--- src/sv/lidar_nearest_obstacle_tracker_core_macros.svh ---
// Assertion helpers used by the tracker core module
`ifndef LIDAR_NEAREST_OBSTACLE_TRACKER_CORE_MACROS_SVH
`define LIDAR_NEAREST_OBSTACLE_TRACKER_CORE_MACROS_SVH

// Check that an implication holds on every clock edge outside reset
`define LNOT_ASSERT_IMPL(label, ante, cons, msg) \
    label: assert property (@(posedge clk) disable iff (!rst_n) (ante) |-> (cons)) \
        else $error(msg);

// Check that an implication holds in the cycle after its antecedent
`define LNOT_ASSERT_NEXT(label, ante, cons, msg) \
    label: assert property (@(posedge clk) disable iff (!rst_n) (ante) |=> (cons)) \
        else $error(msg);

`endif

--- src/sv/lnot_pkg.sv ---
`timescale 1ns / 1ps
`default_nettype none
package lnot_pkg;

    localparam int ANGLE_BITS_DEF     = 16;
    localparam int TRIG_FRAC_BITS_DEF = 15;
    localparam int TIMER_BITS_DEF     = 20;

    localparam int CFG_IDX_W = 3;
    localparam int CFG_DATA_W = 20;

    // Input item kinds
    localparam logic [1:0] KIND_POSE   = 2'd0;
    localparam logic [1:0] KIND_SAMPLE = 2'd1;
    localparam logic [1:0] KIND_TICK   = 2'd2;

    // Report kinds
    localparam logic [1:0] REP_EMERGENCY  = 2'd0;
    localparam logic [1:0] REP_MOVED      = 2'd1;
    localparam logic [1:0] REP_STATIONARY = 2'd2;
    localparam logic [1:0] REP_REFRESH    = 2'd3;

    // Register indexes
    localparam logic [CFG_IDX_W-1:0] REG_X_LIMIT   = 3'd0;
    localparam logic [CFG_IDX_W-1:0] REG_Y_LIMIT   = 3'd1;
    localparam logic [CFG_IDX_W-1:0] REG_MIN_RANGE = 3'd2;
    localparam logic [CFG_IDX_W-1:0] REG_MAX_RANGE = 3'd3;
    localparam logic [CFG_IDX_W-1:0] REG_EMERG     = 3'd4;
    localparam logic [CFG_IDX_W-1:0] REG_MOVE_THR  = 3'd5;
    localparam logic [CFG_IDX_W-1:0] REG_REFRESH   = 3'd6;
    localparam logic [CFG_IDX_W-1:0] REG_STATION   = 3'd7;

    // Sine polynomial coefficients, Q30
    localparam logic [31:0] COEF_A = 32'd1686629713;
    localparam logic [31:0] COEF_B = 32'd688904866;
    localparam logic [31:0] COEF_C = 32'd76016977;

    typedef struct packed {
        logic        start;
        logic [31:0] a;
        logic [31:0] b;
    } mul_req_t;

    typedef struct packed {
        logic        done;
        logic [63:0] p;
    } mul_rsp_t;

endpackage
`default_nettype wire

--- src/sv/lidar_nearest_obstacle_tracker_core.sv ---
// Nearest-obstacle tracker. Takes pose, lidar sample and tick beats on one
// valid/ready channel and gives up to two report beats per input on the other.
// Pose beats, unused kinds and samples that need no work leave the sequencer
// in idle; a tick passes through the emit state, which loads a refresh report
// when one is due. A usable sample runs its cosine, sine and scaling through
// one shared shift-add multiplier that retires one bit per cycle; each product
// has a start step, one shift step per multiplier bit and a result step, and
// each axis takes five products. Closing a scan against a known enemy adds two
// more products for the distance test. Any item that leaves a report is also
// held while the report side stalls. Only one item is in flight at a time; the
// output register lets the next beat be accepted while the last report still
// waits to be taken.
`timescale 1ns / 1ps
`default_nettype none
`include "lidar_nearest_obstacle_tracker_core_macros.svh"
module lidar_nearest_obstacle_tracker_core #(
    parameter int ANGLE_BITS     = lnot_pkg::ANGLE_BITS_DEF,
    parameter int TRIG_FRAC_BITS = lnot_pkg::TRIG_FRAC_BITS_DEF,
    parameter int TIMER_BITS     = lnot_pkg::TIMER_BITS_DEF
) (
    input  wire logic                            clk,
    input  wire logic                            rst_n,
    input  wire logic                            in_valid,
    output logic                                 in_ready,
    input  wire logic [1:0]                      kind,
    input  wire logic signed [15:0]              pose_x,
    input  wire logic signed [15:0]              pose_y,
    input  wire logic [15:0]                     pose_heading,
    input  wire logic [15:0]                     sample_range,
    input  wire logic                            sample_valid,
    input  wire logic [15:0]                     sample_angle,
    input  wire logic                            scan_end,
    output logic                                 out_valid,
    input  wire logic                            out_ready,
    output logic [1:0]                           report_kind,
    output logic [13:0]                          report_x,
    output logic [13:0]                          report_y,
    output logic                                 last_of_run,
    input  wire logic                            cfg_we,
    input  wire logic [lnot_pkg::CFG_IDX_W-1:0]  cfg_index,
    input  wire logic [lnot_pkg::CFG_DATA_W-1:0] cfg_data
);
    import lnot_pkg::*;

    typedef enum logic [4:0] {
        S_IDLE, S_Z2, S_Z2W, S_P1, S_P1W, S_P2, S_P2W, S_ZP, S_ZPW,
        S_SCALE, S_SCALEW, S_BOUNDS, S_CLOSE, S_DX, S_DXW, S_DY, S_DYW,
        S_JUDGE, S_EMIT
    } state_t;

    localparam logic [TIMER_BITS-1:0] TMAX  = {TIMER_BITS{1'b1}};
    localparam logic [TIMER_BITS-1:0] T_ONE = TIMER_BITS'(1);
    localparam int CMP_W = (TIMER_BITS > 20) ? TIMER_BITS : 20;
    localparam int SH = 30 - TRIG_FRAC_BITS;
    localparam logic [31:0] Q30_ONE = 32'h4000_0000;
    localparam logic [31:0] S_HALF = 32'd1 << (SH - 1);
    localparam logic [63:0] V_HALF = 64'd1 << (TRIG_FRAC_BITS - 1);
    localparam logic [31:0] ANGLE_KEEP = ~((32'd1 << (32 - ANGLE_BITS)) - 32'd1);

    // Configuration registers
    logic [13:0] x_limit_reg, y_limit_reg;
    logic [15:0] min_range_reg, max_range_reg, emerg_reg, refresh_reg;
    logic [11:0] move_thr_reg;
    logic [19:0] station_reg;

    // Tracking state
    logic signed [15:0] robot_x_reg, robot_y_reg;
    logic [15:0] heading_reg;
    logic pose_known_reg, have_best_reg, scan_stopped_reg, enemy_known_reg;
    logic [15:0] best_range_reg;
    logic [13:0] best_x_reg, best_y_reg, enemy_x_reg, enemy_y_reg;
    logic [TIMER_BITS-1:0] tick_rep_reg, tick_move_reg;

    // Sample datapath
    state_t state_reg;
    logic [15:0] r_reg;
    logic        last_reg, axis_reg;
    logic [31:0] t_reg;
    logic [31:0] z_reg, z2_reg, p_reg;
    logic [TRIG_FRAC_BITS:0] trig_mag_reg;
    logic        trig_neg_reg;
    logic signed [17:0] gx_reg, gy_reg;
    logic [29:0] d2_reg;

    // Pending report beats of the current item
    logic [1:0]  q_kind_reg [2];
    logic [13:0] q_x_reg [2];
    logic [13:0] q_y_reg [2];
    logic [1:0]  q_cnt_reg, emit_idx_reg;

    // Output register
    logic [1:0]  rep_kind_reg;
    logic [13:0] rep_x_reg, rep_y_reg;
    logic        rep_last_reg;

    mul_req_t mreq;
    mul_rsp_t mrsp;

    lnot_serial_mul u_mul (.clk(clk), .rst_n(rst_n), .req(mreq), .rsp(mrsp));

    logic [31:0] t_cur;
    logic [31:0] f_cur, z_cur;
    logic [31:0] prod_hi;
    logic [31:0] s_round;
    logic [63:0] v_round;
    logic signed [17:0] base_sel, mag_s, g_new;
    logic        inb;
    logic [13:0] dx_abs, dy_abs;
    logic [23:0] thr2;
    logic        move_big;
    logic [TIMER_BITS-1:0] tick_rep_inc, tick_move_inc;
    logic        refresh_hit, station_hit;
    logic        out_load;

    // Select the turn angle for the axis under work; cosine is sine a quarter later
    always_comb
    begin
        t_cur = axis_reg ? t_reg : (t_reg + Q30_ONE);
        f_cur = {2'b00, t_cur[29:0]};
        z_cur = t_cur[30] ? (Q30_ONE - f_cur) : f_cur;
        prod_hi = mrsp.p[61:30];
        s_round = prod_hi + S_HALF;
        v_round = mrsp.p + V_HALF;
        base_sel = axis_reg ? {{2{robot_y_reg[15]}}, robot_y_reg}
                            : {{2{robot_x_reg[15]}}, robot_x_reg};
        mag_s = {1'b0, v_round[TRIG_FRAC_BITS +: 17]};
        g_new = trig_neg_reg ? (base_sel - mag_s) : (base_sel + mag_s);
        inb = (gx_reg >= 18'sd0) && (gx_reg <= $signed({4'd0, x_limit_reg}))
              && (gy_reg >= 18'sd0) && (gy_reg <= $signed({4'd0, y_limit_reg}));
        dx_abs = (best_x_reg >= enemy_x_reg) ? (best_x_reg - enemy_x_reg)
                                             : (enemy_x_reg - best_x_reg);
        dy_abs = (best_y_reg >= enemy_y_reg) ? (best_y_reg - enemy_y_reg)
                                             : (enemy_y_reg - best_y_reg);
        thr2 = {12'd0, move_thr_reg} * {12'd0, move_thr_reg};
        move_big = d2_reg > {6'd0, thr2};
        tick_rep_inc = (tick_rep_reg != TMAX) ? (tick_rep_reg + T_ONE) : tick_rep_reg;
        tick_move_inc = (tick_move_reg != TMAX) ? (tick_move_reg + T_ONE) : tick_move_reg;
        refresh_hit = CMP_W'(tick_rep_inc) >= CMP_W'(refresh_reg);
        station_hit = CMP_W'(tick_move_reg) > CMP_W'(station_reg);
        out_load = (state_reg == S_EMIT) && (emit_idx_reg != q_cnt_reg)
                   && (!out_valid || out_ready);
    end

    // Drive the multiplier requests from the sequencer
    always_comb
    begin
        mreq.start = 1'b0;
        mreq.a = '0;
        mreq.b = '0;
        unique case (state_reg)
            S_Z2:
            begin
                mreq.start = 1'b1; mreq.a = z_cur; mreq.b = z_cur;
            end
            S_P1:
            begin
                mreq.start = 1'b1; mreq.a = z2_reg; mreq.b = COEF_C;
            end
            S_P2:
            begin
                mreq.start = 1'b1; mreq.a = z2_reg; mreq.b = p_reg;
            end
            S_ZP:
            begin
                mreq.start = 1'b1; mreq.a = z_reg; mreq.b = p_reg;
            end
            S_SCALE:
            begin
                mreq.start = 1'b1; mreq.a = {16'd0, r_reg};
                mreq.b = 32'(trig_mag_reg);
            end
            S_DX:
            begin
                mreq.start = 1'b1; mreq.a = {18'd0, dx_abs}; mreq.b = {18'd0, dx_abs};
            end
            S_DY:
            begin
                mreq.start = 1'b1; mreq.a = {18'd0, dy_abs}; mreq.b = {18'd0, dy_abs};
            end
            default: ;
        endcase
    end

    assign in_ready = (state_reg == S_IDLE);

    always_ff @(posedge clk or negedge rst_n)
    begin
        if (!rst_n)
        begin
            state_reg <= S_IDLE;
            x_limit_reg <= 14'd2950; y_limit_reg <= 14'd1950;
            min_range_reg <= 16'd166; max_range_reg <= 16'd12000;
            emerg_reg <= 16'd100; move_thr_reg <= 12'd50;
            refresh_reg <= 16'd1000; station_reg <= 20'd10000;
            robot_x_reg <= '0; robot_y_reg <= '0; heading_reg <= '0;
            pose_known_reg <= 1'b0; have_best_reg <= 1'b0;
            scan_stopped_reg <= 1'b0; enemy_known_reg <= 1'b0;
            best_range_reg <= 16'hFFFF; best_x_reg <= '0; best_y_reg <= '0;
            enemy_x_reg <= '0; enemy_y_reg <= '0;
            tick_rep_reg <= '0; tick_move_reg <= '0;
            r_reg <= '0; last_reg <= 1'b0; axis_reg <= 1'b0; t_reg <= '0;
            z_reg <= '0; z2_reg <= '0; p_reg <= '0;
            trig_mag_reg <= '0; trig_neg_reg <= 1'b0;
            gx_reg <= '0; gy_reg <= '0; d2_reg <= '0;
            q_kind_reg[0] <= '0; q_kind_reg[1] <= '0;
            q_x_reg[0] <= '0; q_x_reg[1] <= '0;
            q_y_reg[0] <= '0; q_y_reg[1] <= '0;
            q_cnt_reg <= '0; emit_idx_reg <= '0;
            out_valid <= 1'b0;
            rep_kind_reg <= '0; rep_x_reg <= '0; rep_y_reg <= '0; rep_last_reg <= 1'b0;
        end
        else
        begin
            // Take configuration writes
            if (cfg_we)
            begin
                unique case (cfg_index)
                    REG_X_LIMIT:   x_limit_reg   <= cfg_data[13:0];
                    REG_Y_LIMIT:   y_limit_reg   <= cfg_data[13:0];
                    REG_MIN_RANGE: min_range_reg <= cfg_data[15:0];
                    REG_MAX_RANGE: max_range_reg <= cfg_data[15:0];
                    REG_EMERG:     emerg_reg     <= cfg_data[15:0];
                    REG_MOVE_THR:  move_thr_reg  <= cfg_data[11:0];
                    REG_REFRESH:   refresh_reg   <= cfg_data[15:0];
                    REG_STATION:   station_reg   <= cfg_data[19:0];
                    default: ;
                endcase
            end

            // Load the next report beat, or drain the output register
            if (out_load)
            begin
                out_valid <= 1'b1;
                rep_kind_reg <= q_kind_reg[emit_idx_reg[0]];
                rep_x_reg <= q_x_reg[emit_idx_reg[0]];
                rep_y_reg <= q_y_reg[emit_idx_reg[0]];
                rep_last_reg <= ((emit_idx_reg + 2'd1) == q_cnt_reg);
            end
            else if (out_valid && out_ready)
            begin
                out_valid <= 1'b0;
            end

            unique case (state_reg)
                S_IDLE:
                begin
                    if (in_valid)
                    begin
                        unique case (kind)
                            KIND_POSE:
                            begin
                                robot_x_reg <= pose_x; robot_y_reg <= pose_y;
                                heading_reg <= pose_heading; pose_known_reg <= 1'b1;
                            end
                            KIND_SAMPLE:
                            begin
                                r_reg <= sample_range; last_reg <= scan_end;
                                t_reg <= {heading_reg + sample_angle, 16'd0} & ANGLE_KEEP;
                                axis_reg <= 1'b0;
                                if (scan_stopped_reg)
                                begin
                                    if (scan_end) scan_stopped_reg <= 1'b0;
                                end
                                else if (pose_known_reg && sample_valid
                                         && sample_range >= min_range_reg
                                         && sample_range <= max_range_reg)
                                begin
                                    state_reg <= S_Z2;
                                end
                                else if (scan_end)
                                begin
                                    state_reg <= S_CLOSE;
                                end
                            end
                            KIND_TICK:
                            begin
                                tick_move_reg <= tick_move_inc;
                                if (enemy_known_reg && refresh_hit)
                                begin
                                    tick_rep_reg <= '0;
                                    q_kind_reg[q_cnt_reg[0]] <= REP_REFRESH;
                                    q_x_reg[q_cnt_reg[0]] <= enemy_x_reg;
                                    q_y_reg[q_cnt_reg[0]] <= enemy_y_reg;
                                    q_cnt_reg <= q_cnt_reg + 2'd1;
                                end
                                else
                                begin
                                    tick_rep_reg <= tick_rep_inc;
                                end
                                state_reg <= S_EMIT;
                            end
                            default: ;
                        endcase
                    end
                end
                S_Z2:
                begin
                    z_reg <= z_cur;
                    trig_neg_reg <= t_cur[31];
                    state_reg <= S_Z2W;
                end
                S_Z2W:
                begin
                    if (mrsp.done)
                    begin
                        z2_reg <= prod_hi;
                        state_reg <= S_P1;
                    end
                end
                S_P1: state_reg <= S_P1W;
                S_P1W:
                begin
                    if (mrsp.done)
                    begin
                        p_reg <= COEF_B - prod_hi;
                        state_reg <= S_P2;
                    end
                end
                S_P2: state_reg <= S_P2W;
                S_P2W:
                begin
                    if (mrsp.done)
                    begin
                        p_reg <= COEF_A - prod_hi;
                        state_reg <= S_ZP;
                    end
                end
                S_ZP: state_reg <= S_ZPW;
                S_ZPW:
                begin
                    // round the Q30 sine to the trig fraction width
                    if (mrsp.done)
                    begin
                        trig_mag_reg <= s_round[SH +: TRIG_FRAC_BITS + 1];
                        state_reg <= S_SCALE;
                    end
                end
                S_SCALE: state_reg <= S_SCALEW;
                S_SCALEW:
                begin
                    // x first, then rerun the chain for y
                    if (mrsp.done)
                    begin
                        if (!axis_reg)
                        begin
                            gx_reg <= g_new;
                            axis_reg <= 1'b1;
                            state_reg <= S_Z2;
                        end
                        else
                        begin
                            gy_reg <= g_new;
                            state_reg <= S_BOUNDS;
                        end
                    end
                end
                S_BOUNDS:
                begin
                    if (r_reg < emerg_reg)
                    begin
                        // emergency ends the scan here, reported only when on the table
                        if (inb)
                        begin
                            q_kind_reg[q_cnt_reg[0]] <= REP_EMERGENCY;
                            q_x_reg[q_cnt_reg[0]] <= gx_reg[13:0];
                            q_y_reg[q_cnt_reg[0]] <= gy_reg[13:0];
                            q_cnt_reg <= q_cnt_reg + 2'd1;
                        end
                        scan_stopped_reg <= !last_reg;
                        state_reg <= S_CLOSE;
                    end
                    else
                    begin
                        if (inb && (!have_best_reg || r_reg < best_range_reg))
                        begin
                            have_best_reg <= 1'b1;
                            best_range_reg <= r_reg;
                            best_x_reg <= gx_reg[13:0];
                            best_y_reg <= gy_reg[13:0];
                        end
                        state_reg <= last_reg ? S_CLOSE : S_EMIT;
                    end
                end
                S_CLOSE:
                begin
                    if (!have_best_reg)
                    begin
                        best_range_reg <= 16'hFFFF;
                        best_x_reg <= '0; best_y_reg <= '0;
                        state_reg <= S_EMIT;
                    end
                    else if (!enemy_known_reg)
                    begin
                        state_reg <= S_JUDGE;
                    end
                    else
                    begin
                        state_reg <= S_DX;
                    end
                end
                S_DX: state_reg <= S_DXW;
                S_DXW:
                begin
                    if (mrsp.done)
                    begin
                        d2_reg <= {2'b00, mrsp.p[27:0]};
                        state_reg <= S_DY;
                    end
                end
                S_DY: state_reg <= S_DYW;
                S_DYW:
                begin
                    if (mrsp.done)
                    begin
                        d2_reg <= d2_reg + {2'b00, mrsp.p[27:0]};
                        state_reg <= S_JUDGE;
                    end
                end
                S_JUDGE:
                begin
                    // publish a new or moved enemy, else repeat a long-stationary one
                    if (!enemy_known_reg || move_big)
                    begin
                        enemy_known_reg <= 1'b1;
                        enemy_x_reg <= best_x_reg; enemy_y_reg <= best_y_reg;
                        tick_rep_reg <= '0; tick_move_reg <= '0;
                        q_kind_reg[q_cnt_reg[0]] <= REP_MOVED;
                        q_x_reg[q_cnt_reg[0]] <= best_x_reg;
                        q_y_reg[q_cnt_reg[0]] <= best_y_reg;
                        q_cnt_reg <= q_cnt_reg + 2'd1;
                    end
                    else if (station_hit)
                    begin
                        tick_move_reg <= '0;
                        q_kind_reg[q_cnt_reg[0]] <= REP_STATIONARY;
                        q_x_reg[q_cnt_reg[0]] <= enemy_x_reg;
                        q_y_reg[q_cnt_reg[0]] <= enemy_y_reg;
                        q_cnt_reg <= q_cnt_reg + 2'd1;
                    end
                    have_best_reg <= 1'b0;
                    best_range_reg <= 16'hFFFF;
                    best_x_reg <= '0; best_y_reg <= '0;
                    state_reg <= S_EMIT;
                end
                S_EMIT:
                begin
                    // hand pending beats to the output register one at a time
                    if (emit_idx_reg == q_cnt_reg)
                    begin
                        q_cnt_reg <= '0;
                        emit_idx_reg <= '0;
                        state_reg <= S_IDLE;
                    end
                    else if (out_load)
                    begin
                        emit_idx_reg <= emit_idx_reg + 2'd1;
                    end
                end
                default: ;
            endcase
        end
    end

    assign report_kind = rep_kind_reg;
    assign report_x    = rep_x_reg;
    assign report_y    = rep_y_reg;
    assign last_of_run = rep_last_reg;

    `LNOT_ASSERT_IMPL(a_no_accept_busy, state_reg != S_IDLE, !in_ready, "accept while busy")
    `LNOT_ASSERT_NEXT(a_out_hold, out_valid && !out_ready, out_valid && $stable(report_kind) && $stable(report_x) && $stable(report_y) && $stable(last_of_run), "report beat changed while waiting")
    `LNOT_ASSERT_NEXT(a_timer_sat, tick_move_reg == TMAX, tick_move_reg == TMAX || tick_move_reg == '0, "timer wrap")
    `LNOT_ASSERT_IMPL(a_best_reset, !have_best_reg, best_range_reg == 16'hFFFF, "best range not cleared")
endmodule
`default_nettype wire

--- src/sv/lnot_serial_mul.sv ---
`timescale 1ns / 1ps
`default_nettype none
module lnot_serial_mul (
    input  wire logic              clk,
    input  wire logic              rst_n,
    input  wire lnot_pkg::mul_req_t req,
    output lnot_pkg::mul_rsp_t     rsp
);
    import lnot_pkg::*;

    // Shift-add multiplier, one bit of b per cycle
    logic [63:0] acc_reg, acc_next;
    logic [63:0] a_reg, a_next;
    logic [31:0] b_reg, b_next;
    logic [5:0]  cnt_reg, cnt_next;
    logic        busy_reg, busy_next;
    logic        done_reg, done_next;

    always_comb
    begin
        acc_next  = acc_reg;
        a_next    = a_reg;
        b_next    = b_reg;
        cnt_next  = cnt_reg;
        busy_next = busy_reg;
        done_next = 1'b0;
        if (req.start)
        begin
            acc_next  = '0;
            a_next    = {32'd0, req.a};
            b_next    = req.b;
            cnt_next  = 6'd0;
            busy_next = 1'b1;
        end
        else if (busy_reg)
        begin
            // add the shifted multiplicand when the current multiplier bit is set
            if (b_reg[0])
            begin
                acc_next = acc_reg + a_reg;
            end
            a_next   = {a_reg[62:0], 1'b0};
            b_next   = {1'b0, b_reg[31:1]};
            cnt_next = cnt_reg + 6'd1;
            if (cnt_reg == 6'd31)
            begin
                busy_next = 1'b0;
                done_next = 1'b1;
            end
        end
    end

    always_ff @(posedge clk or negedge rst_n)
    begin
        if (!rst_n)
        begin
            busy_reg <= 1'b0;
            done_reg <= 1'b0;
            cnt_reg  <= '0;
        end
        else
        begin
            busy_reg <= busy_next;
            done_reg <= done_next;
            cnt_reg  <= cnt_next;
        end
    end

    always_ff @(posedge clk)
    begin
        acc_reg <= acc_next;
        a_reg   <= a_next;
        b_reg   <= b_next;
    end

    assign rsp.done = done_reg;
    assign rsp.p    = acc_reg;
endmodule
`default_nettype wire
--- config.mk ---
export PLATFORM = sky130hd
export DESIGN_NAME = lidar_nearest_obstacle_tracker_core
export DESIGN_NICKNAME = d
export VERILOG_FILES = /design/src/sv/lnot_pkg.sv /design/src/sv/lidar_nearest_obstacle_tracker_core.sv /design/src/sv/lnot_serial_mul.sv
export VERILOG_INCLUDE_DIRS = /design/src /design/src/sv
export SDC_FILE = /design/constraint.sdc
export NUM_CORES = 2
export LEC_CHECK = 0
export ABC_AREA = 1
export CORE_MARGIN = 2
export CORE_UTILIZATION = 50
export DETAILED_ROUTE_END_ITERATION = 6
export DONT_BUFFER_PORTS = 1
export PLACE_DENSITY = 0.72
export SYNTH_ARGS = -nofsm -noshare
export SYNTH_HDL_FRONTEND = slang
export SYNTH_SLANG_ARGS = --single-unit
--- constraint.sdc ---
create_clock -name clk -period 13.1 [get_ports clk]
set_input_delay 2.62 -clock clk [delete_from_list [all_inputs] [get_ports clk]]
set_output_delay 2.62 -clock clk [all_outputs]
set_load 0.03 [all_outputs]
# After elaboration in Yosys (flattened, before gate mapping)
# Index checks and enable logic that the tools add are counted.
[totals]
ff_bits = 770
input_bits = 112
output_inout_bits = 33
word_cells = 359
[classes]
bitwise = 12
add_sub_neg = 20
magnitude_cmp = 16
n_mux = 136
eq_ne = 56
reduce_logical = 63
multipliers = 1
[op_table]
columns = ["op", "n"]
rows = [
  ["one-hot mux 65 bit (7 select lines)", 1],
  ["2-to-1 mux 28 bit", 14],
  ["2-to-1 mux 32 bit", 8],
  ["2-to-1 mux 20 bit", 10],
  ["2-to-1 mux 14 bit", 14],
  ["bitwise mux 28 bit", 6],
  ["one-hot mux 28 bit (3 select lines)", 2],
  ["one-hot mux 5 bit (19 select lines)", 1],
  ["one-hot mux 14 bit (3 select lines)", 2],
  ["2-to-1 mux 5 bit", 16],
  ["one-hot mux 20 bit (2 select lines)", 2],
  ["adder 64 bit", 1],
  ["one-hot mux 32 bit (2 select lines)", 1],
  ["2-to-1 mux 30 bit", 2],
  ["one-hot mux 30 bit (2 select lines)", 1],
  ["subtractor 14 bit", 4],
  ["2-to-1 mux 16 bit", 3],
  ["one-hot mux 16 bit (3 select lines)", 1],
  ["adder 20 x 1 -> 20 bit (second input constant)", 2],
  ["== test 5 x 4 -> 1 bit (second input constant)", 8],
  ["inequality test 20 bit (second input constant)", 2],
  [">= comparator 18 x 1 -> 1 bit (second input constant)", 2],
  ["<= comparator 18 x 15 -> 1 bit", 2],
  ["2-to-1 mux 18 bit", 2],
  ["74 further kinds", 197],
]

# Logic depth before layout (Yosys ltp)
[logic_depth]
ltp_word = 10
mapped_depth = 39
depth_no_buf = 36

# By module
# Synthesis repeated with hierarchy kept, for this count alone.
[unflattened]
hier_cells = 8424
area_unflattened_um2 = 57540.2
[modules_own_cells]
columns = ["mod", "instances", "area_per_inst_um2", "cells_each"]
rows = [
  ["lidar_nearest_obstacle_tracker_core", 1, 45288.4, 6410],
  ["lnot_serial_mul", 1, 12251.8, 2014],
]

# Least setup slack after synthesis
# OpenSTA, ideal clock, no wires.
[synth_timing]
kind = "reg-to-reg"
start = "reg move_thr_reg[1]"
end = "reg q_x_reg[12] (netlist name)"
setup_slack_ns = 6.481
setup_ns = 0.116
synth_period_minus_slack_ns = 6.619
arrival_ns = 6.503
path_stages_with_launch = 37
path_cell_list = "dfstp_2 > clkbuf_1 > nand2_1 > fa_1 > inv_1 > fa_1 > fa_1 > fa_1 > inv_1 > fa_1 > inv_1 > ha_1 > nand2_1 > nor2_1 > nand2_1 > o211ai_1 > a31oi_1 > o21bai_1 > nand3_1 > nand3_1 > nand2_1 > ha_1 > nand2_1 > nor2_1 > nand4_1 > nor2b_1 > nand2_1 > nand2_1 > nand2_2 > nand2_1 > buf_2 > buf_2 > nand2_1 > nand3_1 > nand3_1 > nand2_1 > nand2_1"
[synth_between]
elab_chain_cells = 5
word_cells_on_any_way = 7
[synth_rtl]
columns = ["item", "line_no", "text"]
rows = [
  ["start, declared", "lidar_nearest_obstacle_tracker_core.sv:63", "logic [11:0] move_thr_reg;"],
  ["start signal, assigned", "lidar_nearest_obstacle_tracker_core.sv:223", "REG_MOVE_THR: move_thr_reg <= cfg_data[11:0];"],
  ["multiplier 12 x 12 -> 24 bit (*)", "lidar_nearest_obstacle_tracker_core.sv:134", "thr2 = {12'd0, move_thr_reg} * {12'd0, move_thr_reg};"],
  ["> comparator 30 x 24 -> 1 bit (*)", "lidar_nearest_obstacle_tracker_core.sv:135", "move_big = d2_reg > {6'd0, thr2};"],
  ["logical OR 1 bit (*)", "lidar_nearest_obstacle_tracker_core.sv:422", "if (!enemy_known_reg || move_big)"],
  ["inequality test 3 bit (no line) or 2-to-1 mux 28 bit (tied branches)", "--", ""],
  ["AND reduction 7 bit (no line) or one-hot mux 28 bit (3 select lines) (tied branches)", "--", ""],
  ["end signal, assigned by index", "lidar_nearest_obstacle_tracker_core.sv:282", "q_x_reg[q_cnt_reg[0]] <= enemy_x_reg;"],
  ["end signal, assigned by index", "lidar_nearest_obstacle_tracker_core.sv:428", "q_x_reg[q_cnt_reg[0]] <= best_x_reg;"],
  ["end signal, assigned by index", "lidar_nearest_obstacle_tracker_core.sv:436", "q_x_reg[q_cnt_reg[0]] <= enemy_x_reg;"],
  ["end, declared", "lidar_nearest_obstacle_tracker_core.sv:87", "logic [13:0] q_x_reg [2];"],
]
# Mark *: on every way between the ends. The rest lies on a longest branch, timed or not.
# A chain may end at the register's enable or synchronous reset.

# Worst setup path after layout
[layout_timing]
start = "reg move_thr_reg[2]"
end = "reg q_y_reg[9] (netlist name)"
[layout_between]
elab_chain_cells = 5
word_cells_on_any_way = 7
[layout_rtl]
columns = ["item", "line_no", "text"]
rows = [
  ["multiplier 12 x 12 -> 24 bit (*)", "lidar_nearest_obstacle_tracker_core.sv:134", ""],
  ["> comparator 30 x 24 -> 1 bit (*)", "lidar_nearest_obstacle_tracker_core.sv:135", ""],
  ["logical OR 1 bit (*)", "lidar_nearest_obstacle_tracker_core.sv:422", ""],
  ["inequality test 3 bit (no line) or 2-to-1 mux 28 bit (tied branches)", "--", ""],
  ["AND reduction 7 bit (no line) or one-hot mux 28 bit (3 select lines) (tied branches)", "--", ""],
  ["end signal, assigned by index", "lidar_nearest_obstacle_tracker_core.sv:283", "q_y_reg[q_cnt_reg[0]] <= enemy_y_reg;"],
  ["end signal, assigned by index", "lidar_nearest_obstacle_tracker_core.sv:429", "q_y_reg[q_cnt_reg[0]] <= best_y_reg;"],
  ["end signal, assigned by index", "lidar_nearest_obstacle_tracker_core.sv:437", "q_y_reg[q_cnt_reg[0]] <= enemy_y_reg;"],
  ["end, declared", "lidar_nearest_obstacle_tracker_core.sv:88", "logic [13:0] q_y_reg [2];"],
]
# Marked as above.

==> results.md <==
- Pin count of the biggest net entering global routing: 594
- Diode count: 0
- Area contributors post-synth: dfrtp_1, nand2_1, ha_1
- CP max stage cell: dfrtp_1
- Slowest Stage Delay on Critical Path: 0.61 ns
- Core ar.: 0.110 mm²
- Place WS: 4.74 ns
- Warnings from Yosys: 0
- Most common cell in the netlist: nand2_1
- Layout area overhead: 7.41%
- Fmax: approximately 120 MHz
- Setup WS post-layout: about 4.5 ns
- Antenna violations before repair: 6
- Clock sinks: 749
- Crit Path Max Fanout: 60
- CP Data Arrival Time: 9.22 ns
- Number of core rows: 122
- Vias in the first global route: ~50000
- First-pass GRT wire length: 297 mm
- Post-Synth Adder-Cell Area: between 10% and 20%
- Clock-pin slew on the worst setup and hold paths: 0.06 ns
- Netlist cell types: 65
- Failing checks: slew limit
- Post-DP HPWL: 147 mm
- Total CTS buffers: approximately 90
- Port-buffer cells: 0
- Kind of cell adding the most delay to the critical path: adder cells
- Total congestion overflow: 0
- Yosys reg bits: 749
- Synth area leader: dfrtp_1
- Maxcap violations: 0
- Fin crit share: about two thirds
- Synthesized cell area: 0.0554 mm²
- Slew margin rel.: -2.93%
- Syn_area_per_cell: between 7 and 8 µm²
- Actual slew at the worst max-slew pin: 1.54 ns
- Starting Density: 50.2%
- Post-CTS Repair Setup Buffers: 0
- Leakage: between 20 and 30 nW
- Simple-Gate Fraction of Synth Area: 25.7%
- Synth top area share: about a quarter
- Post-synth EDFFs: between 60 and 70
- Placer Congestion: about 1.0
- Largest family of logic cells by synthesized area: simple AND/OR/NAND/NOR gates
- Routed length per instance: ~21 µm
- Total number of vias: between 50000 and 60000
- Mux contribution to synthesized area: slightly above 1%
- Layout Nets: 8233
- DR vias/cell: 5.72
- CTS resizes: 0
- Clock Skew: 0.0330 ns
- Max Root-Sink Buffers: 3
- All-Layer GR Usage: 34.0%
- DRC marker count from the first detailed-route iteration: between 5000 and 6000
- Cells after Synth: 7794
- Most frequent CP cell: nand2_1
- Startpoint Class: register
- Seq/Total Area, Yosys: between 30 and 40%
- Synth Net Count: 8388
- Compound-cell area share of the yosys netlist: 15.0%
- Number of top-level pins: ~150
- XOR/XNOR share of the synthesized area: 3.24%
- Critical path buffer and inverter count: 8
- Crit. End Element: register
- Layout cells sized above 1: 4.98%
- Critical Path RT: about 14 ns
- Final TNS setup: 0 ns
- CTS tree: built
- DIE WIDTH: about 340 µm
- Hold_buf cts: 0
- VDD IR max: 0.208 mV
- Area of the die: 0.114 mm²
- Routed wire length: approximately 190 mm
- Tmin final: 8.60 ns
- Fill count: 10757
- First-pass DRT Iterations: 6
- Fin. Hold Viols: 0
- Clock Root Buffer: clkbuf_16
- Status: finished with violations
- Residual DRC: 0
- RSZ-0062 raised after global routing: no
- Worst-skew pair later-pin latency: just over 0.7 ns
- Top FF cell, synth: dfrtp_1
- Final setup violation count: 0
- Async S/R FF share, synth: 79.2%
- Crit Path Category: register to register
- H-tree levels: 3
- Hold WC Path Type: register to register
- Top cells by count, synth: nand2_1, inv_1, o21ai_0
- DRT antenna net count: 0
- Max-slew violation count: 55
- Power Density: between 200 and 250 mW/mm²
- Die Y: 337 µm
==> worst register-to-register path, delay by kind of cell, from the launching register on <==
family          cells  cell delay, ns
fa+ha+maj           7            3.27
simple gates       18            2.74
buf+inv             8            1.36
flops               1            0.61
compound gates      3            0.53
==> cells in the final DEF, fill, tap and decap left out, types with 64 or more instances in the layout <==
cell type and n:
dfrtp_1 532, o21ai_0 692, nor2_1 556, nand4_1 113
dfxtp_1 92, xor2_1 153, a21oi_1 592, fa_1 90
nand3_1 471, nand2_1 2086, clkbuf_16 90, inv_1 1019
ha_1 392, nor3_1 78, edfxtp_1 64
==> cells by family (layout without fill, tap and decap cells) <==
| family | Yosys count | in the layout |
|---|---|---|
| DFF | 749 | 749 |
| adders and majority gates | 482 | 482 |
| buffers and inverters | 1334 | 1255 |
| and+or+nand+nor | 3428 | 3428 |
| muxes | 50 | 50 |
| AOI/OAI and AO/OA | 1546 | 1546 |
| xor gates and xnor gates | 205 | 205 |
==> layout make-up <==
class / count / area, µm² / area share (%)
clock buffer: 121 / 2480 / 4.16
clock inverter: 46 / 631 / 1.06
inverter: 1049 / 3940 / 6.62
multi-input combinational: 5711 / 31700 / 53.2
sequential: 749 / 18700 / 31.4
tap: 1488 / 1860 / 3.13
timing repair buffer: 39 / 293 / 0.492
==> where the power goes <==
group	switching, mW	internal, mW	total (mW)
clock network	1.13	1.53	2.65
registers	0.921	3.06	3.98
logic	5.57	2.54	8.11
==> stage by stage <==
stage | area (µm²) | std cells | util [%] | hold slack, ns | total power, mW
floorplan | 55400 | 7794 | - | 0.435 | 9.23
global placement | 56400 | 9036 | 51.1 | 0.446 | 11.7
detailed placement | 56400 | 9036 | 51.1 | 0.466 | 11.8
CTS | 59500 | 9203 | 53.9 | 0.479 | 14.5
global route | 59500 | 9203 | 53.9 | 0.499 | 15.9
finish | 59500 | 9203 | 53.9 | 0.480 | 14.7
==> path summary, 6_finish.rpt <==
kind,cells past startpoint,start,slack (ns),end
max in group asynchronous,0,rst_n,10.24,z2_reg[31]
min,2,pose_known_reg,0.48,pose_known_reg
min reg2reg,2,pose_known_reg,0.48,pose_known_reg
max,36,move_thr_reg[2],4.50,q_y_reg[9]
max reg2reg,36,move_thr_reg[2],4.50,q_y_reg[9]
min in group asynchronous,0,rst_n,1.63,tick_rep_reg[6]
==> per-layer routing <==
metal / part of all wire (%) / vias to the layer above / global-route usage, % / routed length, µm
met5: 0.026 / - / 0 / 51
li1: - / 25154 / - / -
met1: 43 / 25036 / 46.5 / 83800
met3: 8.5 / 360 / 6.70 / 16500
met4: 4.1 / 8 / 13.2 / 7910
met2: 44 / 2103 / 53.2 / 85600
(Power assumes the default switching activity.)
